`config.mk`:
```
export PLATFORM = sky130hd
export DESIGN_NAME = gnq_alu
export DESIGN_NICKNAME = d
export VERILOG_FILES = /design/src/hw/rtl/gnq_pkg.sv /design/src/hw/rtl/gnq_alu.sv
export SDC_FILE = /design/constraint.sdc
export NUM_CORES = 1
export LEC_CHECK = 0
export BUFFER_PORTS_ARGS = -buffer_cell sky130_fd_sc_hd__buf_2
export CAP_MARGIN = 20
export CORE_MARGIN = 10
export CORE_UTILIZATION = 42
export DETAILED_ROUTE_END_ITERATION = 10
export PLACE_DENSITY = 0.84
export SYNTH_ARGS = -nofsm -noshare
export SYNTH_HDL_FRONTEND = slang
export SYNTH_SLANG_ARGS = --single-unit
```
`constraint.sdc`:
```
create_clock -name vclk -period 2.8
set_clock_uncertainty 0.2 [all_clocks]
set_input_delay 0.14 -clock vclk [all_inputs]
set_output_delay 0.14 -clock vclk [all_outputs]
set_load 0.05 [all_outputs]
```
`src/hw/rtl/gnq_pkg.sv`:
```
`timescale 1ns / 1ps
// ----------------------------------------------------------------------------
// gnq_pkg
// Shared constants, types and command codes for the grid neighbourhood query.
// ----------------------------------------------------------------------------
package gnq_pkg;

	// Grid geometry and field widths
	localparam int MAX_WIDTH  = 64;
	localparam int MAX_HEIGHT = 64;
	localparam int CELL_BITS  = 8;
	localparam int X_BITS     = $clog2(MAX_WIDTH);
	localparam int Y_BITS     = $clog2(MAX_HEIGHT);
	localparam int ADDR_BITS  = X_BITS + Y_BITS;
	localparam int DIM_BITS   = 7;
	localparam int ANS_BITS   = 12;
	localparam int BOUND_BITS = 8;
	localparam int WVAL_BITS  = 8;

	// Stream payload widths (whole bytes)
	localparam int IN_DATA_BITS  = 40;
	localparam int OUT_DATA_BITS = 16;

	// APB register map
	localparam int APB_ADDR_BITS = 3;
	localparam int APB_DATA_BITS = 32;
	localparam logic REG_GRID_WIDTH  = 1'b0;
	localparam logic REG_GRID_HEIGHT = 1'b1;

	// Reset values of the geometry registers
	localparam logic [DIM_BITS-1:0] GRID_WIDTH_RST  = DIM_BITS'(10);
	localparam logic [DIM_BITS-1:0] GRID_HEIGHT_RST = DIM_BITS'(10);

	typedef enum logic [1:0] {
		CMD_WRITE = 2'd0,
		CMD_READ  = 2'd1,
		CMD_COUNT = 2'd2,
		CMD_SUM   = 2'd3
	} cmd_t;

	// One command as taken from the input stream
	typedef struct packed {
		cmd_t                  cmd;
		logic [X_BITS-1:0]     pos_x;
		logic [Y_BITS-1:0]     pos_y;
		logic [WVAL_BITS-1:0]  write_value;
		logic [BOUND_BITS-1:0] range_low;
		logic [BOUND_BITS-1:0] range_high;
	} item_t;

	// Effective grid size after clamping
	typedef struct packed {
		logic [DIM_BITS-1:0] used_w;
		logic [DIM_BITS-1:0] used_h;
	} grid_cfg_t;

	// Single-port cell memory request
	typedef struct packed {
		logic                 en;
		logic                 we;
		logic [ADDR_BITS-1:0] addr;
		logic [CELL_BITS-1:0] wdata;
	} mem_req_t;

	// Operands for the shared accumulate/compare unit
	typedef struct packed {
		cmd_t                  op;
		logic                  use_cell;
		logic [CELL_BITS-1:0]  value;
		logic [BOUND_BITS-1:0] lo;
		logic [BOUND_BITS-1:0] hi;
		logic [ANS_BITS-1:0]   acc;
	} alu_req_t;

	// One result item
	typedef struct packed {
		logic                out_of_range;
		logic [ANS_BITS-1:0] answer;
	} result_t;

endpackage

```
`src/hw/rtl/gnq_alu.sv`:
```
`timescale 1ns / 1ps
// ----------------------------------------------------------------------------
// gnq_alu
// Shared accumulate unit: range compare and count, or add the cell for read and sum.
// ----------------------------------------------------------------------------
module gnq_alu (
	input  gnq_pkg::alu_req_t            req,
	output logic [gnq_pkg::ANS_BITS-1:0] acc_next
);

	logic in_rng;

	assign in_rng = (req.value >= req.lo) && (req.value <= req.hi);

	// Count adds one per matching neighbour; read and sum add the cell
	always_comb begin
		case (req.op)
			gnq_pkg::CMD_COUNT: begin
				acc_next = req.acc + gnq_pkg::ANS_BITS'(req.use_cell && in_rng);
			end
			default: begin
				acc_next = req.acc + gnq_pkg::ANS_BITS'(req.value);
			end
		endcase
	end

endmodule

```
==> Word-level counts from Yosys, hierarchy flattened <==
Index checks and enable logic that the tools add are counted.
{ "word_totals": {"elab_cells": 8, "reg_bits": 0, "output_inout_bits": 12} }
{ "op_classes": {"order_cmp": 2, "muxes": 1, "n_reduce_logical": 2, "n_eq_ne": 1, "addsub": 2} }
{ "op_table": {"columns": ["operator", "n"], "rows": [
  ["12-bit by 1-bit adder with 12-bit output", 1],
  ["12-bit by 8-bit adder with 12-bit output", 1],
  ["12-bit 2-to-1 mux", 1],
  ["8-bit greater-or-equal comparator", 1],
  ["8-bit less-or-equal comparator", 1],
  ["2-bit == test, second input constant", 1],
  ["1-bit logical AND", 2]
]} }

==> Longest topological paths before layout <==
Gate-level depths: netlist (run 1).
{ "logic_depth": {"word_depth": 5, "ltp_mapped": 14} }

==> Least setup slack after synthesis (run 1) <==
No wires, ideal clock.
{ "synth_timing": {"path_kind": "input-to-output", "startpoint": "in req[13] (netlist name)", "endpoint": "out acc_next[8] (netlist name)", "required_ns": 2.460, "setup_slack_ns": -0.766, "t_arrival_ns": 3.226, "path_stages": 14, "cell_sequence": "inv_1 > ha_1 > nor2b_4 > o211ai_2 > a21oi_1 > or4b_4 > a221oi_2 > ha_1 > fa_1 > a21oi_1 > o21ai_1 > a21oi_1 > o21ai_0 > xor2_1"} }
{ "synth_between": {"elab_chain_len": 5} }
{ "synth_lines": {"columns": ["item", "line", "source"], "rows": [
  ["start: declaration", "gnq_alu.sv:7", "input gnq_pkg::alu_req_t req,"],
  ["8-bit less-or-equal comparator", "gnq_alu.sv:13", "assign in_rng = (req.value >= req.lo) && (req.value <= req.hi);"],
  ["1-bit logical AND", "gnq_alu.sv:13", null],
  ["1-bit logical AND", "gnq_alu.sv:19", "acc_next = req.acc + gnq_pkg::ANS_BITS'(req.use_cell && in_rng);"],
  ["12-bit by 1-bit adder with 12-bit output", "gnq_alu.sv:19", null],
  ["12-bit 2-to-1 mux", "gnq_alu.sv:17", "case (req.op)"],
  ["end: declaration", "gnq_alu.sv:8", "output logic [gnq_pkg::ANS_BITS-1:0] acc_next"]
]} }
No other way between the ends.

==> Worst setup path in the final report (run 1) <==
{ "layout_timing": {"startpoint": "in req[29] (netlist name)", "endpoint": "out acc_next[10] (netlist name)"} }
{ "layout_between": {"elab_chain_len": 5} }
{ "layout_lines": {"columns": ["item", "line"], "rows": [
  ["8-bit greater-or-equal comparator or 8-bit less-or-equal comparator (tied branches)", "gnq_alu.sv:13"],
  ["1-bit logical AND", "gnq_alu.sv:13"],
  ["1-bit logical AND", "gnq_alu.sv:19"],
  ["12-bit by 1-bit adder with 12-bit output", "gnq_alu.sv:19"],
  ["12-bit 2-to-1 mux *", "gnq_alu.sv:17"]
]} }
Every way passes the cells marked *; elsewhere a longest branch is shown, timed or not.

==> impl_results.md, run 1 <==
* Number of clock buffers in the layout at 0
* Worst EP arrival at 3.11 ns
* Initial drt markers at 26
* Setup violators final at 11
* Register area at 0 um2
* GRT overflow at 0
* Fin crit period at 3.45 ns
* Dpl cells at 209
* Post-synthesis average cell area at 7.51 um2
* Num ports at 51
* Sequential Power Share at 0%
* Hold EP: acc_next[11]
* Die extent in x at 65.3 um
* Internal power at 0.207 mW
* Most frequent cells in the layout: 38 x buf_2, 21 x ha_1, 21 x buf_4
* Final Cell Area at 1610 um2
* Largest net degree at the start of global routing at 8
* Hold_sp: req[11]
* Share of layout cells above drive strength 1 at 54.6%
* Hold path depth at 3
* Hold Vio Cnt, Final at 0
* Total Power at 0.483 mW
* Sequential cell count at 0
* Gate power share at 100.0%
* DRC at 0
* Port Buffers at 51
* Worst-Margin Slew at 0.377 ns
* Failing checks: setup timing
* Syn nets at 179
* Psw at 0.276 mW
* Worst IR drop on VDD at 273 uV
* Nets at 251
* Post-DP Area at 1420 um2
* First-pass GRT wire length at 5490 um
* Final HPWL DP at 2790 um
* Routed wire length at 3500 um
* Global-route usage over all layers at 14.9%
* Tcrit/Tclk final at 123%
* CP Max Fanout at 3
* Worst slew margin at 74.9%
* Die area at 4270 um2
* Via/cell ratio at 5.37
* Max-Cap Viols at 0
* Crit end category: output port
* PwrDens at 301 nW/um2
* # diodes at 0
* Leak Pwr at 0.813 nW
* Drt pass-1 iters at 6
* Vias at 1138
* Die Span Y at 65.3 um
* Final TNS setup at -4.36 ns
* Slew Limit Fails at 0
* Clk network pwr share at 0%
* Row count at 16
* Worst setup margin at -0.654 ns
* Worst Setup Start Kind: primary input
* FILL cells at 128
* Number of global-route vias before repair at 1252
* Initial antenna violation count at 0
* Synth Warn # at 0
* Setup crit start: req[29]
* Synthesized area at 863 um2
* Hold slack final at 0.428 ns
* Seq/Total Area, Yosys at 0%
* Layout area overhead at 85.9%
* Finished Layout Cells at 212
* DR WL/cell at 16.5 um
* CP required at 2.46 ns
* Sw Share at 57.2%
* Hold buffer count at cts at 0
* ANT nets after route at 0
* GP Congestion at 0.834
* Worst Hold Class: in -> out
* Max Fclk at 0.290 GHz
* Gate Count Post-Synth at 115
* Outcome: complete, but fails checks
* RSZ-0062 raised after global routing: yes
* Initial Utilization at 44.0%
* Core box area at 1960 um2
* Post-synthesis cell type count at 35
* Commonest non-fill, non-tap cell in the layout: buf_2
* Critical path type: in -> out
==> layout make-up <==
class              instances  area (um2)  share of cell area (%)
inverters                 17        76.3                    4.75
multi-input cells         97        1000                    62.3
well taps                 27        33.8                    2.10
repair buffers            71         495                    30.9
==> per-layer routing <==
metal | track usage (%) | wire [um] | share of wire (%) | vias to the layer above
li1 | - | - | - | 562
met1 | 15.0 | 1390 | 40 | 522
met2 | 30.5 | 1850 | 53 | 48
met3 | 2.71 | 208 | 5.9 | 6
met4 | 2.94 | 56 | 1.6 | 0
met5 | 0 | 0 | 0 | -
==> synthesized netlist by cell type, types with 2 or more instances <==
cell type	n	area [um2]
and2_1	7	43.8
nor3_1	3	15.0
xnor2_1	4	35.0
inv_1	17	63.8
o21ai_0	4	20.0
nand2_1	6	22.5
nor2_1	3	11.3
nand2b_1	2	12.5
nand4_1	4	25.0
o211ai_1	2	15.0
nand3_1	2	10.0
ha_1	24	300
a21oi_1	12	60.1
xor2_1	4	35.0
==> critical path, cell delays in order <==
cell      delay, ns
buf_4          0.13
ha_4           0.21
nor2b_4        0.12
o211ai_2       0.18
a21oi_2        0.07
or4b_4         0.51
a221oi_2       0.25
ha_2           0.24
fa_2           0.21
a21oi_2        0.08
o21ai_2        0.16
nand2_1        0.10
or4_1          0.42
nand4_1        0.11
buf_6          0.17
==> power by group through the flow <==
stage          Combinational [mW]  Sequential, mW  Clock [mW]
6_report                    0.483               0           0
5_1_grt                     0.513               0           0
4_1_cts                     0.456               0           0
3_5_place_dp                0.402               0           0
3_3_place_gp                0.386               0           0
2_1_floorplan               0.279               0           0
==> worst max path at each step <==
stage / endpoint / slack (ns) / cells past startpoint
2_1_floorplan: acc_next[10] / -0.50 / 14
3_3_place_gp: acc_next[8] / -0.67 / 17
3_5_place_dp: acc_next[10] / -0.76 / 16
4_1_cts: acc_next[10] / -0.59 / 16
5_1_grt: acc_next[10] / -0.74 / 16
6_report: acc_next[10] / -0.65 / 15
==> stage by stage <==
step | setup slack, ns | utilization (%)
2_1_floorplan | -0.500 | -
3_3_place_gp | -0.669 | 72.4
3_5_place_dp | -0.764 | 72.4
4_1_cts | -0.590 | 78.4
5_1_grt | -0.744 | 81.8
6_report | -0.654 | 81.8
==> cell families (layout without fill, tap and decap cells) <==
kind of cell,Yosys count,in the layout,share of synthesized area (%)
compound gates,30,30,22.9
xor+xnor,8,8,8.12
buf+inv,18,88,7.83
fa+ha+maj,25,25,37.1
simple gates,34,34,24.1
==> repair_timing <==
action	CTS	global route
setup endpoints to repair	11	11
buffers inserted	3	1
hold endpoints to repair	0	0
pin swaps	13	5
resized for setup	30	13
No activity file was read; power rests on OpenSTA's default activity.
==> inputs of run 2 (changes only) <==
--- a/config.mk
+++ b/config.mk
@@ -11,6 +11,7 @@
 export CORE_UTILIZATION = 42
 export DETAILED_ROUTE_END_ITERATION = 10
 export PLACE_DENSITY = 0.84
+export SETUP_SLACK_MARGIN = 0.2
 export SYNTH_ARGS = -nofsm -noshare
 export SYNTH_HDL_FRONTEND = slang
 export SYNTH_SLANG_ARGS = --single-unit
==> impl_results.md, run 2 (synthesis results as in run 1) <==
* Slew Limit Fails at 0
* Hold Vio Cnt, Final at 0
* DR WL/cell at 19.0 um
* CP required at 2.46 ns
* Leak Pwr at 0.837 nW
* Final core occ at 86.6%
* Fin crit period at 3.53 ns
* Crit-path cells: buf_2, buf_4, ha_1, a41oi_1, o21ai_0, nor3_2, a221oi_4, ha_2, buf_4, buf_4, a211oi_2, o211ai_1, and3_4, o2111ai_4, xnor2_4, buf_6
* Worst Hold Class: in -> out
* Sw Share at 56.9%
* Tcrit/Tclk final at 126%
* Commonest non-fill, non-tap cell in the layout: buf_2
* Row count at 16
* Worst setup margin at -0.728 ns
* Initial drt markers at 42
* Layout area overhead at 96.8%
* Slowest cell on the critical path: ha_1
* Setup violators final at 11
* Core box area at 1960 um2
* Largest net degree at the start of global routing at 8
* Worst path max stage delay at 0.33 ns
* # diodes at 0
* Worst Setup Start Kind: primary input
* Initial antenna violation count at 0
* Drt pass-1 iters at 4
* Clk network pwr share at 0%
* Final HPWL DP at 2790 um
* Die area at 4270 um2
* Die extent in x at 65.3 um
* Num ports at 51
* Share of layout cells above drive strength 1 at 58.6%
* Global-route usage over all layers at 15.0%
* GP Congestion at 0.836
* Die Span Y at 65.3 um
* PwrDens at 302 nW/um2
* DRC at 0
* Gate power share at 100.0%
* Via/cell ratio at 5.75
* Worst EP arrival at 3.19 ns
* Failing checks: setup timing
* Psw at 0.292 mW
* CP Buf/Inv Count at 5
* Hold slack final at 0.438 ns
* Max Fclk at 0.283 GHz
* Worst IR drop on VDD at 206 uV
* Port Buffers at 51
* Number of clock buffers in the layout at 0
* Most frequent cells in the layout: 37 x buf_2, 22 x buf_4, 18 x ha_1
* First-pass GRT wire length at 5440 um
* CP Max Fanout at 3
* Hold buffer count at cts at 0
* Number of global-route vias before repair at 1329
* ANT nets after route at 0
* Sequential Power Share at 0%
* Vias at 1224
* Crit path top cell by count: buf_4
* Critical path type: in -> out
* Worst slew margin at 76.5%
* Crit end category: output port
* RSZ-0062 raised after global routing: yes
* Max-Cap Viols at 0
* Nets at 252
* Sequential cell count at 0
* Initial Utilization at 44.0%
* Outcome: complete, but fails checks
* Worst-Margin Slew at 0.353 ns
* GRT overflow at 0
* Register area at 0 um2
* Internal power at 0.221 mW
* Delay-heaviest family, CP: compound AO/OA/AOI/OAI gates
* Routed wire length at 4040 um
==> run 2: changes by cell type in the layout (fill, tap and decap cells not counted), sizes merged <==
cell,delta
buf,+1
==> run 2: through the flow <==
stage	setup TNS [ns]	power, mW	instance area (um2)	setup slack, ns	cells
after CTS	-3.11	0.467	1570	-0.529	211
after floorplan	-2.26	0.279	1010	-0.500	115
after detailed placement	-4.90	0.402	1420	-0.692	209
final	-5.14	0.513	1700	-0.728	213
after global routing	-6.10	0.541	1700	-0.813	213
after global placement	-4.38	0.386	1420	-0.670	209
==> run 2: final timing paths <==
kind | startpoint | end | slack [ns] | cells after the start
worst max-delay path | req[35] | acc_next[11] | -0.73 | 16
worst min-delay path | req[11] | acc_next[11] | 0.44 | 3
==> run 2: power groups by stage <==
stage | Sequential, mW | Clock, mW | Combinational (mW)
final | 0 | 0 | 0.513
after global routing | 0 | 0 | 0.541
after CTS | 0 | 0 | 0.467
after detailed placement | 0 | 0 | 0.402
after global placement | 0 | 0 | 0.386
after floorplan | 0 | 0 | 0.279
==> run 2: timing repair <==
item	CTS	global route
buffers inserted	2	2
pin swaps	16	10
resized for setup	38	18
endpoints found under the setup margin	11	11
==> run 2: area by class of cell <==
type | instances | area, um2
multi-input combinational | 97 | 1070
inverter | 17 | 78.8
timing repair buffer | 72 | 513
fill | 113 | 263
tap | 27 | 33.8
==> run 2: layer usage <==
| metal | wire length (um) | share of wire, % | global-route usage (%) | vias up |
|---|---|---|---|---|
| met2 | 2190 | 54 | 29.9 | 70 |
| met4 | 218 | 5.4 | 7.22 | 0 |
| li1 | - | - | - | 560 |
| met3 | 269 | 6.7 | 3.56 | 24 |
| met1 | 1370 | 34 | 13.8 | 570 |
| met5 | 0 | 0 | 0 | - |
