**src/hw/rtl/gnq_pkg.sv**
```systemverilog
`timescale 1ns / 1ps
// ----------------------------------------------------------------------------
// gnq_pkg
// Shared constants, types and command codes for the grid neighbourhood query.
// ----------------------------------------------------------------------------
package gnq_pkg;

	// Grid geometry and field widths
	localparam int MAX_WIDTH  = 64;
	localparam int MAX_HEIGHT = 64;
	localparam int CELL_BITS  = 8;
	localparam int X_BITS     = $clog2(MAX_WIDTH);
	localparam int Y_BITS     = $clog2(MAX_HEIGHT);
	localparam int ADDR_BITS  = X_BITS + Y_BITS;
	localparam int DIM_BITS   = 7;
	localparam int ANS_BITS   = 12;
	localparam int BOUND_BITS = 8;
	localparam int WVAL_BITS  = 8;

	// Stream payload widths (whole bytes)
	localparam int IN_DATA_BITS  = 40;
	localparam int OUT_DATA_BITS = 16;

	// APB register map
	localparam int APB_ADDR_BITS = 3;
	localparam int APB_DATA_BITS = 32;
	localparam logic REG_GRID_WIDTH  = 1'b0;
	localparam logic REG_GRID_HEIGHT = 1'b1;

	// Reset values of the geometry registers
	localparam logic [DIM_BITS-1:0] GRID_WIDTH_RST  = DIM_BITS'(10);
	localparam logic [DIM_BITS-1:0] GRID_HEIGHT_RST = DIM_BITS'(10);

	typedef enum logic [1:0] {
		CMD_WRITE = 2'd0,
		CMD_READ  = 2'd1,
		CMD_COUNT = 2'd2,
		CMD_SUM   = 2'd3
	} cmd_t;

	// One command as taken from the input stream
	typedef struct packed {
		cmd_t                  cmd;
		logic [X_BITS-1:0]     pos_x;
		logic [Y_BITS-1:0]     pos_y;
		logic [WVAL_BITS-1:0]  write_value;
		logic [BOUND_BITS-1:0] range_low;
		logic [BOUND_BITS-1:0] range_high;
	} item_t;

	// Effective grid size after clamping
	typedef struct packed {
		logic [DIM_BITS-1:0] used_w;
		logic [DIM_BITS-1:0] used_h;
	} grid_cfg_t;

	// Single-port cell memory request
	typedef struct packed {
		logic                 en;
		logic                 we;
		logic [ADDR_BITS-1:0] addr;
		logic [CELL_BITS-1:0] wdata;
	} mem_req_t;

	// Operands for the shared accumulate/compare unit
	typedef struct packed {
		cmd_t                  op;
		logic                  use_cell;
		logic [CELL_BITS-1:0]  value;
		logic [BOUND_BITS-1:0] lo;
		logic [BOUND_BITS-1:0] hi;
		logic [ANS_BITS-1:0]   acc;
	} alu_req_t;

	// One result item
	typedef struct packed {
		logic                out_of_range;
		logic [ANS_BITS-1:0] answer;
	} result_t;

endpackage

```
**src/hw/rtl/gnq_seq.sv**
```systemverilog
`timescale 1ns / 1ps
// ----------------------------------------------------------------------------
// gnq_seq
// Command sequencer: walks the 3x3 window one cell per cycle through the
// memory port, feeds the shared unit and holds the result register.
// ----------------------------------------------------------------------------
module gnq_seq (
	input  logic                          clk,
	input  logic                          arst_n,
	input  logic                          in_valid,
	output logic                          in_ready,
	input  gnq_pkg::item_t                in_item,
	input  gnq_pkg::grid_cfg_t            cfg,
	output gnq_pkg::mem_req_t             mem_req,
	input  logic [gnq_pkg::CELL_BITS-1:0] mem_rdata,
	output gnq_pkg::alu_req_t             alu_req,
	input  logic [gnq_pkg::ANS_BITS-1:0]  acc_next,
	output logic                          out_valid,
	input  logic                          out_ready,
	output gnq_pkg::result_t              out_data
);

	typedef enum logic [1:0] {
		ST_IDLE,
		ST_RUN,
		ST_DRAIN,
		ST_PUSH
	} state_t;

	state_t                         state_q;
	gnq_pkg::item_t                 item_q;
	logic [1:0]                     cx_q;
	logic [1:0]                     cy_q;
	logic [gnq_pkg::ANS_BITS-1:0]   acc_q;
	logic                           flag_q;
	logic                           pend_s1;
	logic                           inb_s1;
	logic                           use_s1;
	logic                           out_valid_q;
	gnq_pkg::result_t               out_q;

	logic [gnq_pkg::DIM_BITS-1:0]   nx;
	logic [gnq_pkg::DIM_BITS-1:0]   ny;
	logic                           inb;
	logic                           last_step;
	logic                           is_window;

	// Neighbour coordinate; stepping left of column 0 wraps high and fails the bound
	assign nx = gnq_pkg::DIM_BITS'(item_q.pos_x) + gnq_pkg::DIM_BITS'(cx_q) -
	            gnq_pkg::DIM_BITS'(1);
	assign ny = gnq_pkg::DIM_BITS'(item_q.pos_y) + gnq_pkg::DIM_BITS'(cy_q) -
	            gnq_pkg::DIM_BITS'(1);
	assign inb = (nx < cfg.used_w) && (ny < cfg.used_h);

	assign is_window = (in_item.cmd == gnq_pkg::CMD_COUNT) ||
	                   (in_item.cmd == gnq_pkg::CMD_SUM);
	assign last_step = (item_q.cmd == gnq_pkg::CMD_WRITE) ||
	                   (item_q.cmd == gnq_pkg::CMD_READ) ||
	                   ((cx_q == 2'd2) && (cy_q == 2'd2));

	// Memory port: off-grid cells are never accessed
	always_comb begin
		mem_req.en    = (state_q == ST_RUN) && inb;
		mem_req.we    = (state_q == ST_RUN) && inb && (item_q.cmd == gnq_pkg::CMD_WRITE);
		mem_req.addr  = {ny[gnq_pkg::Y_BITS-1:0], nx[gnq_pkg::X_BITS-1:0]};
		mem_req.wdata = item_q.write_value[gnq_pkg::CELL_BITS-1:0];
	end

	// Shared unit operands; an off-grid cell reads as zero
	always_comb begin
		alu_req.op       = item_q.cmd;
		alu_req.use_cell = use_s1;
		alu_req.value    = inb_s1 ? mem_rdata : '0;
		alu_req.lo       = item_q.range_low;
		alu_req.hi       = item_q.range_high;
		alu_req.acc      = acc_q;
	end

	assign in_ready  = (state_q == ST_IDLE);
	assign out_valid = out_valid_q;
	assign out_data  = out_q;

	// Sequencer, read pipeline and result register
	always_ff @(posedge clk or negedge arst_n) begin
		if (!arst_n) begin
			state_q     <= ST_IDLE;
			pend_s1     <= 1'b0;
			out_valid_q <= 1'b0;
		end else begin
			// Result taken; the push state reloads it itself
			if (out_valid_q && out_ready && (state_q != ST_PUSH)) begin
				out_valid_q <= 1'b0;
			end

			pend_s1 <= (state_q == ST_RUN) && (item_q.cmd != gnq_pkg::CMD_WRITE);
			inb_s1  <= inb;
			use_s1  <= !((cx_q == 2'd1) && (cy_q == 2'd1));

			if (pend_s1) begin
				acc_q <= acc_next;
			end

			case (state_q)
				ST_IDLE: begin
					if (in_valid) begin
						item_q  <= in_item;
						acc_q   <= '0;
						flag_q  <= 1'b0;
						cx_q    <= is_window ? 2'd0 : 2'd1;
						cy_q    <= is_window ? 2'd0 : 2'd1;
						state_q <= ST_RUN;
					end
				end
				ST_RUN: begin
					if (item_q.cmd == gnq_pkg::CMD_WRITE) begin
						flag_q  <= !inb;
						state_q <= ST_PUSH;
					end else if (last_step) begin
						state_q <= ST_DRAIN;
					end else if (cx_q == 2'd2) begin
						cx_q <= 2'd0;
						cy_q <= cy_q + 2'd1;
					end else begin
						cx_q <= cx_q + 2'd1;
					end
				end
				ST_DRAIN: begin
					state_q <= ST_PUSH;
				end
				ST_PUSH: begin
					if (!out_valid_q || out_ready) begin
						out_valid_q         <= 1'b1;
						out_q.answer        <= acc_q;
						out_q.out_of_range  <= flag_q;
						state_q             <= ST_IDLE;
					end
				end
				default: begin
					state_q <= ST_IDLE;
				end
			endcase
		end
	end

endmodule

```
**config.mk**
```make
export PLATFORM = sky130hd
export DESIGN_NAME = gnq_seq
export DESIGN_NICKNAME = d
export VERILOG_FILES = /design/src/hw/rtl/gnq_pkg.sv /design/src/hw/rtl/gnq_seq.sv
export SDC_FILE = /design/constraint.sdc
export NUM_CORES = 1
export LEC_CHECK = 0
export BUFFER_PORTS_ARGS = -buffer_cell sky130_fd_sc_hd__buf_2
export CAP_MARGIN = 0
export CORE_ASPECT_RATIO = 0.5
export CORE_UTILIZATION = 52
export CTS_CLUSTER_DIAMETER = 150
export DETAILED_ROUTE_END_ITERATION = 10
export GPL_TIMING_DRIVEN = 1
export PLACE_DENSITY = 0.9
export REMOVE_ABC_BUFFERS = 1
export SLEW_MARGIN = 20
export SYNTH_ARGS = -nofsm -noshare
export SYNTH_HDL_FRONTEND = slang
export SYNTH_SLANG_ARGS = --single-unit
export TNS_END_PERCENT = 50
```
**constraint.sdc**
```tcl
create_clock -name clk -period 6.4 [get_ports clk]
set_input_delay 0.64 -clock clk [delete_from_list [all_inputs] [get_ports clk]]
set_output_delay 0.64 -clock clk [all_outputs]
set_load 0.05 [all_outputs]
```
==> Word-level counts from Yosys, hierarchy flattened <==
Cells that the tools add are included.
W data, S select, Z words.
{ "word_totals": {"regBits": 74, "in_bits": 76, "output_inout_bits": 76, "elab_cells": 93} }
{ "classes": {"addsub": 6, "order_cmp": 2, "eq_ne": 18, "n_mux": 25, "n_reduce_logical": 25} }
{ "ops": {"columns": ["op", "count"], "rows": [
  ["$mux W12", 3],
  ["$mux W2", 11],
  ["$add A6 B2 Y7", 2],
  ["$lt A7 B7 Y1", 2],
  ["$ne A2 B2 Y1 const B", 7],
  ["$sub A7 B1 Y7 const B", 2],
  ["$eq A2 B2 Y1 const B", 6],
  ["$reduce_and A3 Y1", 3],
  ["$eq A2 B1 Y1 const B", 4],
  ["$logic_and A1 B1 Y1", 8],
  ["$mux W8", 1],
  ["$pmux W2 S2", 2],
  ["$pmux W2 S4", 1],
  ["$mux W1", 6],
  ["$reduce_and A6 Y1", 1],
  ["$reduce_and A5 Y1", 1],
  ["$add A2 B1 Y2 const B", 2],
  ["$logic_not A2 Y1", 2],
  ["$logic_or A1 B1 Y1", 4],
  ["$reduce_and A4 Y1", 1],
  ["$reduce_bool A2 Y1", 2],
  ["$logic_not A1 Y1", 3],
  ["$ne A3 B3 Y1 const B", 1],
  ["$pmux W1 S2", 1]
]} }

==> Depth between registers and ports, before layout <==
Gate-level depths: netlist (run 1).
{ "depth": {"ltp_word": 7, "ltp_mapped": 15, "depth_no_buf": 15} }

==> Least setup slack after synthesis (run 1) <==
No wires, ideal clock.
{ "synth_path": {"kind": "reg-to-output", "from": "register cx_q[1]", "to": "output port mem_req[21] in the netlist's numbering", "arrival_ns": 4.376, "t_required_ns": 5.760, "slack_ns": 1.384, "stages_incl_launch_ff": 16, "path_buffers": 0, "path_cell_list": "edfxtp_1 > inv_1 > ha_1 > inv_1 > ha_1 > inv_1 > fa_1 > nor2b_1 > o21ai_0 > nand2_1 > xor2_1 > ha_1 > a21oi_1 > a21boi_0 > a311o_2 > nor3_1"} }
{ "synth_rtl": {"columns": ["element", "line_no", "text"], "rows": [
  ["from (decl)", "gnq_seq.sv:32", "logic [1:0] cx_q;"],
  ["from (signal assigned)", "gnq_seq.sv:109", "cx_q <= is_window ? 2'd0 : 2'd1;"],
  ["from (signal assigned)", "gnq_seq.sv:124", "cx_q <= cx_q + 2'd1;"],
  ["to (decl)", "gnq_seq.sv:14", "output gnq_pkg::mem_req_t mem_req,"]
]} }

==> results of run 1 <==
power by group:
| group | total [mW] | switching (mW) | internal (mW) |
|---|---|---|---|
| Sequential | 0.702 | 0.0557 | 0.647 |
| Combinational | 0.822 | 0.590 | 0.232 |
| Clock | 0.511 | 0.175 | 0.336 |
critical path: cells and delay by family, from the launching register on:
family	cells	cell delay [ns]
adders and majority gates	4	1.10
xor gates and xnor gates	1	0.20
DFF	1	0.39
and+or+nand+nor	4	0.49
buffers and inverters	4	0.53
AOI/OAI and AO/OA	3	0.54
logic make-up after synthesis:
logic type      synth area share [%]
compound gates                  4.79
buf+inv                         10.5
flops                           59.0
fa+ha+maj                       12.5
simple gates                    7.54
xor+xnor                        1.88
mux                             3.79
placed cells by master, fill, tap and decap left out, types with 4 or more instances in the layout:
master	n
mux2i_1	13
dfrtp_1	4
inv_1	47
xnor2_1	6
edfxtp_1	70
nand2_1	13
clkbuf_16	9
a21oi_1	9
ha_1	34
and2_1	10
nor2_1	22
buf_2	151
stage by stage:
step	worst slack, ns	std cells	utilization, %
floorplan	1.38	265	-
global route	1.97	523	69.0
global placement	2.71	508	64.5
detailed placement	2.55	508	64.5
finish	2.18	523	69.0
CTS	2.18	523	69.0
area by class of cell:
class	instances	area [um2]	share of cell area, %
sequential	74	2200	46.9
multi-input combinational	144	1140	24.2
timing repair buffer	151	756	16.1
clock buffer	9	225	4.80
inverter	47	176	3.76
tap	92	115	2.45
clock inverter	6	82.6	1.76
worst max path at each step:
stage | startpoint | endpoint | slack, ns | cells past startpoint
after floorplan | cx_q[1]$_SDFFCE_PN0P_ | mem_req[21] | 1.38 | 15
after global placement | cy_q[1]$_SDFFCE_PN0P_ | mem_req[21] | 2.71 | 14
after detailed placement | cx_q[1]$_SDFFCE_PN0P_ | mem_req[20] | 2.55 | 16
after CTS | cx_q[1]$_SDFFCE_PN0P_ | mem_req[20] | 2.18 | 16
after global routing | cx_q[1]$_SDFFCE_PN0P_ | mem_req[21] | 1.97 | 16
final | cx_q[1]$_SDFFCE_PN0P_ | mem_req[20] | 2.18 | 16
routing by layer:
layer / up-vias / global-route usage [%] / share of wire, %
met4: 0 / 5.47 / 0.58
met1: 1186 / 21.8 / 41
met2: 88 / 35.9 / 52
met3: 4 / 6.75 / 6.3
li1: 1241 / - / -
met5: - / 0 / 0
synth_stat cells:
library cell / instances
o31ai_1: 1
a21bo_2: 1
a211oi_1: 2
a21oi_1: 9
nand2_1: 13
nand3_1: 2
a21boi_0: 1
inv_1: 47
ha_1: 34
buf_4: 27
a311o_2: 1
nor2_1: 22
o21ai_1: 2
a41o_1: 1
xor2_1: 2
fa_1: 2
edfxtp_1: 70
xnor2_1: 6
buf_2: 2
nand2b_1: 2
o21a_1: 1
nand4_1: 1
nor3_2: 1
and3_1: 4
o21ai_0: 3
o22a_1: 1
a21oi_2: 1
clkbuf_1: 1
o211ai_1: 2
nor3_1: 1
nor2b_1: 3
mux2_2: 1
dfrtp_1: 4
mux2i_1: 13
a21o_1: 1
and2_1: 10
state kept, by name, summed over array words and instances, names as in the netlist:
name,flops
item_q,12
cx_q,2
pend_s1,1
flag_q,1
out_valid,1
acc_q,12
out_data,13
alu_req,18
cy_q,2
use_s1,1
inb_s1,1
mem_req,8
state_q,2
==> impl_metrics.tcl, run 1 <==
set metrics [dict create \
    ys_warn_count 0 \
    wl_um 7090 \
    cts_setup_buffers 0 \
    place_area_um2 4390 \
    clock_path_buffers 2 \
    cp_cell_sequence "inv_1 -> ha_1 -> inv_1 -> ha_1 -> inv_1 -> fa_1 -> nor2b_1 -> o21ai_0 -> nand2_1 -> xor2_1 -> ha_1 -> nand4_1 -> a211oi_1 -> a311o_2 -> nor3_2 -> buf_2" \
    via_count 2519 \
    syn-instance-count 295 \
    p_leak_nw 2.22 \
    chipHeight_um 61.9 \
    worstRegToRegCells 15 \
    grt_pass1_vias 2349 \
    drv_slew 0 \
    cts.clk_slew.worst_paths_ns 0.05 \
    yosysTopAreaCell "edfxtp_1" \
    cts-htree-levels 3 \
    tns_ns 0 \
    port_buffers 151 \
    postRouteAntennaNets 0 \
    layout-drive-gt1-share_pct 39.7 \
    start_util_pct 54.8 \
    die_x_um 122 \
    gp_congestion 0.832 \
    worst_setup_path_end_kind "output pin" \
    fp.coreArea_um2 6810 \
    cp_max_fo 4 \
    synth.area.top_cells "edfxtp_1 56%, ha_1 11%, buf_4 5.4%" \
    hpwlAfterDp_um 5480 \
    max_stage_delay_ns 0.41 \
    drc_errors 0 \
    holdWs_ns 0.266 \
    critPathLaunchType "flop" \
    numCtsBuffers 9 \
    firstDrtPassIters 4 \
    vdd_drop_max_v 0.000189 \
    slowest_stage "a311o_2" \
    grt_max_degree 39 \
    worst_pin_slew_ns 0.850 \
    design_area_um2 4700 \
    ys_ff_latch 74 \
    syn_avg_cell_area_um2 12.7 \
    area_delta_synth_final_pct 25.8 \
    yosysTopAreaCellShare_pct 56.3 \
    outcome "complete, no violations" \
    fin_total_pwr_mw 2.04 \
    grt_pass1_wl_um 10700 \
    cts_resized 0 \
    postCtsHoldBufs 0 \
    clock.fmax_mhz 237 \
    n_fill_cell 477 \
    antenna_found_initial 0 \
    finClkSkew_ns 0.00543 \
    ff2ff_setup_slack_ns 3.14 \
    grtUsageTotal_pct 19.3 \
    required_ns 5.76 \
    overflow 0 \
    yosysUniqueCellTypes 36 \
    nNetsFinal 539 \
    cts_tree "built" \
    seq_area_frac_synth_pct 59.0 \
    core.rowCount 21 \
    hold_viol 0 \
    holdCritPathClass "input pin to async pin" \
    dieArea_um2 7540 \
    finalSetupViolCount 0 \
    syn_area_um2 3730 \
    rr_startpoint "cx_q[1]$_SDFFCE_PN0P_" \
    worstReg2RegEnd "flag_q$_SDFFCE_PN0P_" \
    powerDensity_nw_per_um2 433 \
    arrival_ns 3.58 \
    cts_root_buf "clkbuf_16" \
    io_pins 152 \
    fin_crit_ns 4.22 \
    fin_crit_sh_pct 65.9 \
    worstSetupPathType "flop to output pin" \
    diodes 0 \
    dr.first_iter.drc_count 102 \
    clkLatencyLatePin_ns 0.32 \
    cts_num_sinks 74 \
    max-cap-violations 0 \
    slew_headroom_pct 43.3 \
    post_drt_wl_per_cell_um 13.6 \
    rsz0062_at_grt "no" \
    avgViaCountPerCell 4.82 \
]
(Power assumes the default switching activity.)
==> run 2, diff against run 1 <==
--- a/config.mk
+++ b/config.mk
@@ -8,11 +8,11 @@
 export BUFFER_PORTS_ARGS = -buffer_cell sky130_fd_sc_hd__buf_2
 export CAP_MARGIN = 0
 export CORE_ASPECT_RATIO = 0.5
-export CORE_UTILIZATION = 52
+export CORE_UTILIZATION = 49
 export CTS_CLUSTER_DIAMETER = 150
 export DETAILED_ROUTE_END_ITERATION = 10
 export GPL_TIMING_DRIVEN = 1
-export PLACE_DENSITY = 0.9
+export PLACE_DENSITY = 0.86
 export REMOVE_ABC_BUFFERS = 1
 export SLEW_MARGIN = 20
 export SYNTH_ARGS = -nofsm -noshare
==> constraint.sdc (replaced) <==
create_clock -name clk -period 3.88 [get_ports clk]
set_input_delay 0.388 -clock clk [delete_from_list [all_inputs] [get_ports clk]]
set_output_delay 0.388 -clock clk [all_outputs]
set_load 0.05 [all_outputs]
==> run 2 against run 1 <==
Critical path type unchanged. Flip-flop and latch count unchanged. Core utilization fell by 3.0 points. The run now ends with design-rule violations left. Die area is 6.0% higher. Critical path depth shrank 3. Clock power up 56%. Sequential power increased by 65%. Largest cell class unchanged. Combinational power is 79% higher. Design area increased by 3.3%. Largest power group unchanged. Clock-buffer cell count grew 2.
==> impl_metrics.tcl, run 2 (same netlist as run 1, synthesis figures left out) <==
set metrics [dict create \
    overflow 0 \
    numCtsBuffers 9 \
    grt_pass1_vias 2493 \
    grt_max_degree 39 \
    hold_viol 0 \
    cts-htree-levels 3 \
    fp.coreArea_um2 7350 \
    clock.fmax_mhz 264 \
    powerDensity_nw_per_um2 706 \
    utilization_pct 66.0 \
    tns_ns 0 \
    area_delta_synth_final_pct 29.9 \
    clock_path_buffers 2 \
    outcome "finished, violations left" \
    design_area_um2 4850 \
    rsz0062_at_grt "yes" \
    fin_crit_sh_pct 97.6 \
    worstSetupPathType "flop to output pin" \
    firstDrtPassIters 8 \
    violations "design-rule violations" \
    grt_pass1_wl_um 11200 \
    slew_headroom_pct 42.2 \
    drv_slew 0 \
    post_drt_wl_per_cell_um 14.2 \
    ff2ff_setup_slack_ns 0.71 \
    drc_errors 11 \
    finClkSkew_ns 0.00434 \
    worstRegToRegCells 14 \
    required_ns 3.49 \
    via_count 2589 \
    clkLatencyLatePin_ns 0.32 \
    chipHeight_um 63.7 \
    cp-endpoint "mem_req[20]" \
    postRouteAntennaNets 0 \
    cts_root_buf "clkbuf_16" \
    fin_crit_ns 3.79 \
    wl_um 7660 \
    cp_max_fo 4 \
    diodes 0 \
    cts_tree "built" \
    worstReg2RegEnd "inb_s1$_DFFE_PP_" \
    gp_congestion 0.846 \
    dr.first_iter.drc_count 106 \
    max-cap-violations 0 \
    grtUsageTotal_pct 18.8 \
    io_pins 152 \
    port_buffers 151 \
    worst_pin_slew_ns 0.867 \
    holdCritPathClass "input pin to flop" \
    core.rowCount 22 \
    worst_setup_path_end_kind "output pin" \
    vdd_drop_max_v 0.000340 \
    holdWs_ns 0.235 \
    finalSetupViolCount 0 \
    most-common-layout-cells "149 x buf_2, 70 x edfxtp_1, 44 x inv_1, 32 x ha_1, 22 x nor2_1" \
    die_x_um 125 \
    nNetsFinal 550 \
    antenna_found_initial 0 \
    layout-drive-gt1-share_pct 43.8 \
    cts.clk_slew.worst_paths_ns 0.06 \
    cts_num_sinks 74 \
    hpwlAfterDp_um 5360 \
    rr_startpoint "cy_q[1]$_SDFFCE_PN0P_" \
    avgViaCountPerCell 4.80 \
    final_common_cell "buf_2" \
    p_leak_nw 2.26 \
    start_util_pct 50.8 \
    dieArea_um2 7990 \
    arrival_ns 3.40 \
    crit_start "cy_q[1]$_SDFFCE_PN0P_" \
    place_area_um2 4390 \
    critPathLaunchType "flop" \
    largest_reg_flops 18 \
]
[run 2: metal layers]
layer | track usage, % | up-vias | wire (um)
met5 | 0 | - | 0
met4 | 6.71 | 0 | 29
met3 | 6.88 | 2 | 512
met2 | 35.5 | 93 | 4140
met1 | 19.3 | 1232 | 2970
li1 | - | 1262 | -
[run 2: cell type report]
class | count | area [um2]
fillers | 540 | 2500
clock buffers | 11 | 233
multi-input cells | 144 | 1210
well taps | 96 | 120
inverters | 47 | 176
repair buffers | 162 | 853
clock inverters | 5 | 55.1
flip-flops and latches | 74 | 2200
[run 2: worst max-delay path, stage by stage, from the launching register on]
cell and delay, ns:
edfxtp_1 0.35, inv_1 0.07, ha_1 0.27, inv_1 0.04, ha_1 0.23, fa_2 0.37, a21o_1 0.17, a21oi_2 0.14
xnor2_1 0.16, ha_1 0.28, and3_1 0.18, a311o_2 0.44, nor3_2 0.19, buf_6 0.18
[run 2: through the flow]
step	std cells	power, mW	setup slack [ns]
2_1_floorplan	265	2.20	-0.884
3_3_place_gp	512	2.48	0.439
3_5_place_dp	512	2.53	0.278
4_1_cts	532	3.36	0.00431
5_1_grt	539	3.58	-0.0549
6_report	539	3.43	0.0913
[run 2: how the worst min path moves through the flow]
stage / from / endpoint / slack [ns] / depth (start not counted)
4_1_cts: in_item[17] / mem_req[1]$_DFFE_PP_ / 0.22 / 1
2_1_floorplan: arst_n / out_valid$_DFF_PN0_ / 0.09 / 0
3_3_place_gp: arst_n / pend_s1$_DFF_PN0_ / 0.34 / 1
6_report: in_item[34] / item_q[34]$_DFFE_PP_ / 0.23 / 1
3_5_place_dp: arst_n / pend_s1$_DFF_PN0_ / 0.34 / 1
5_1_grt: in_item[36] / alu_req[37]$_DFFE_PP_ / 0.21 / 1
[run 2: timing repair]
action | CTS | global route
resized for setup | 9 | 13
setup endpoints to repair | 2 | 2
endpoints found under the hold margin | 4 | 0
pin swaps | 5 | 15
hold buffers | 1 | 0
buffers inserted | 3 | 7
[run 2: where the power goes]
group / switching, mW / total [mW] / internal (mW)
logic: 1.03 / 1.47 / 0.445
clock network: 0.300 / 0.795 / 0.495
registers: 0.0925 / 1.16 / 1.07
total: 1.42 / 3.43 / 2.01
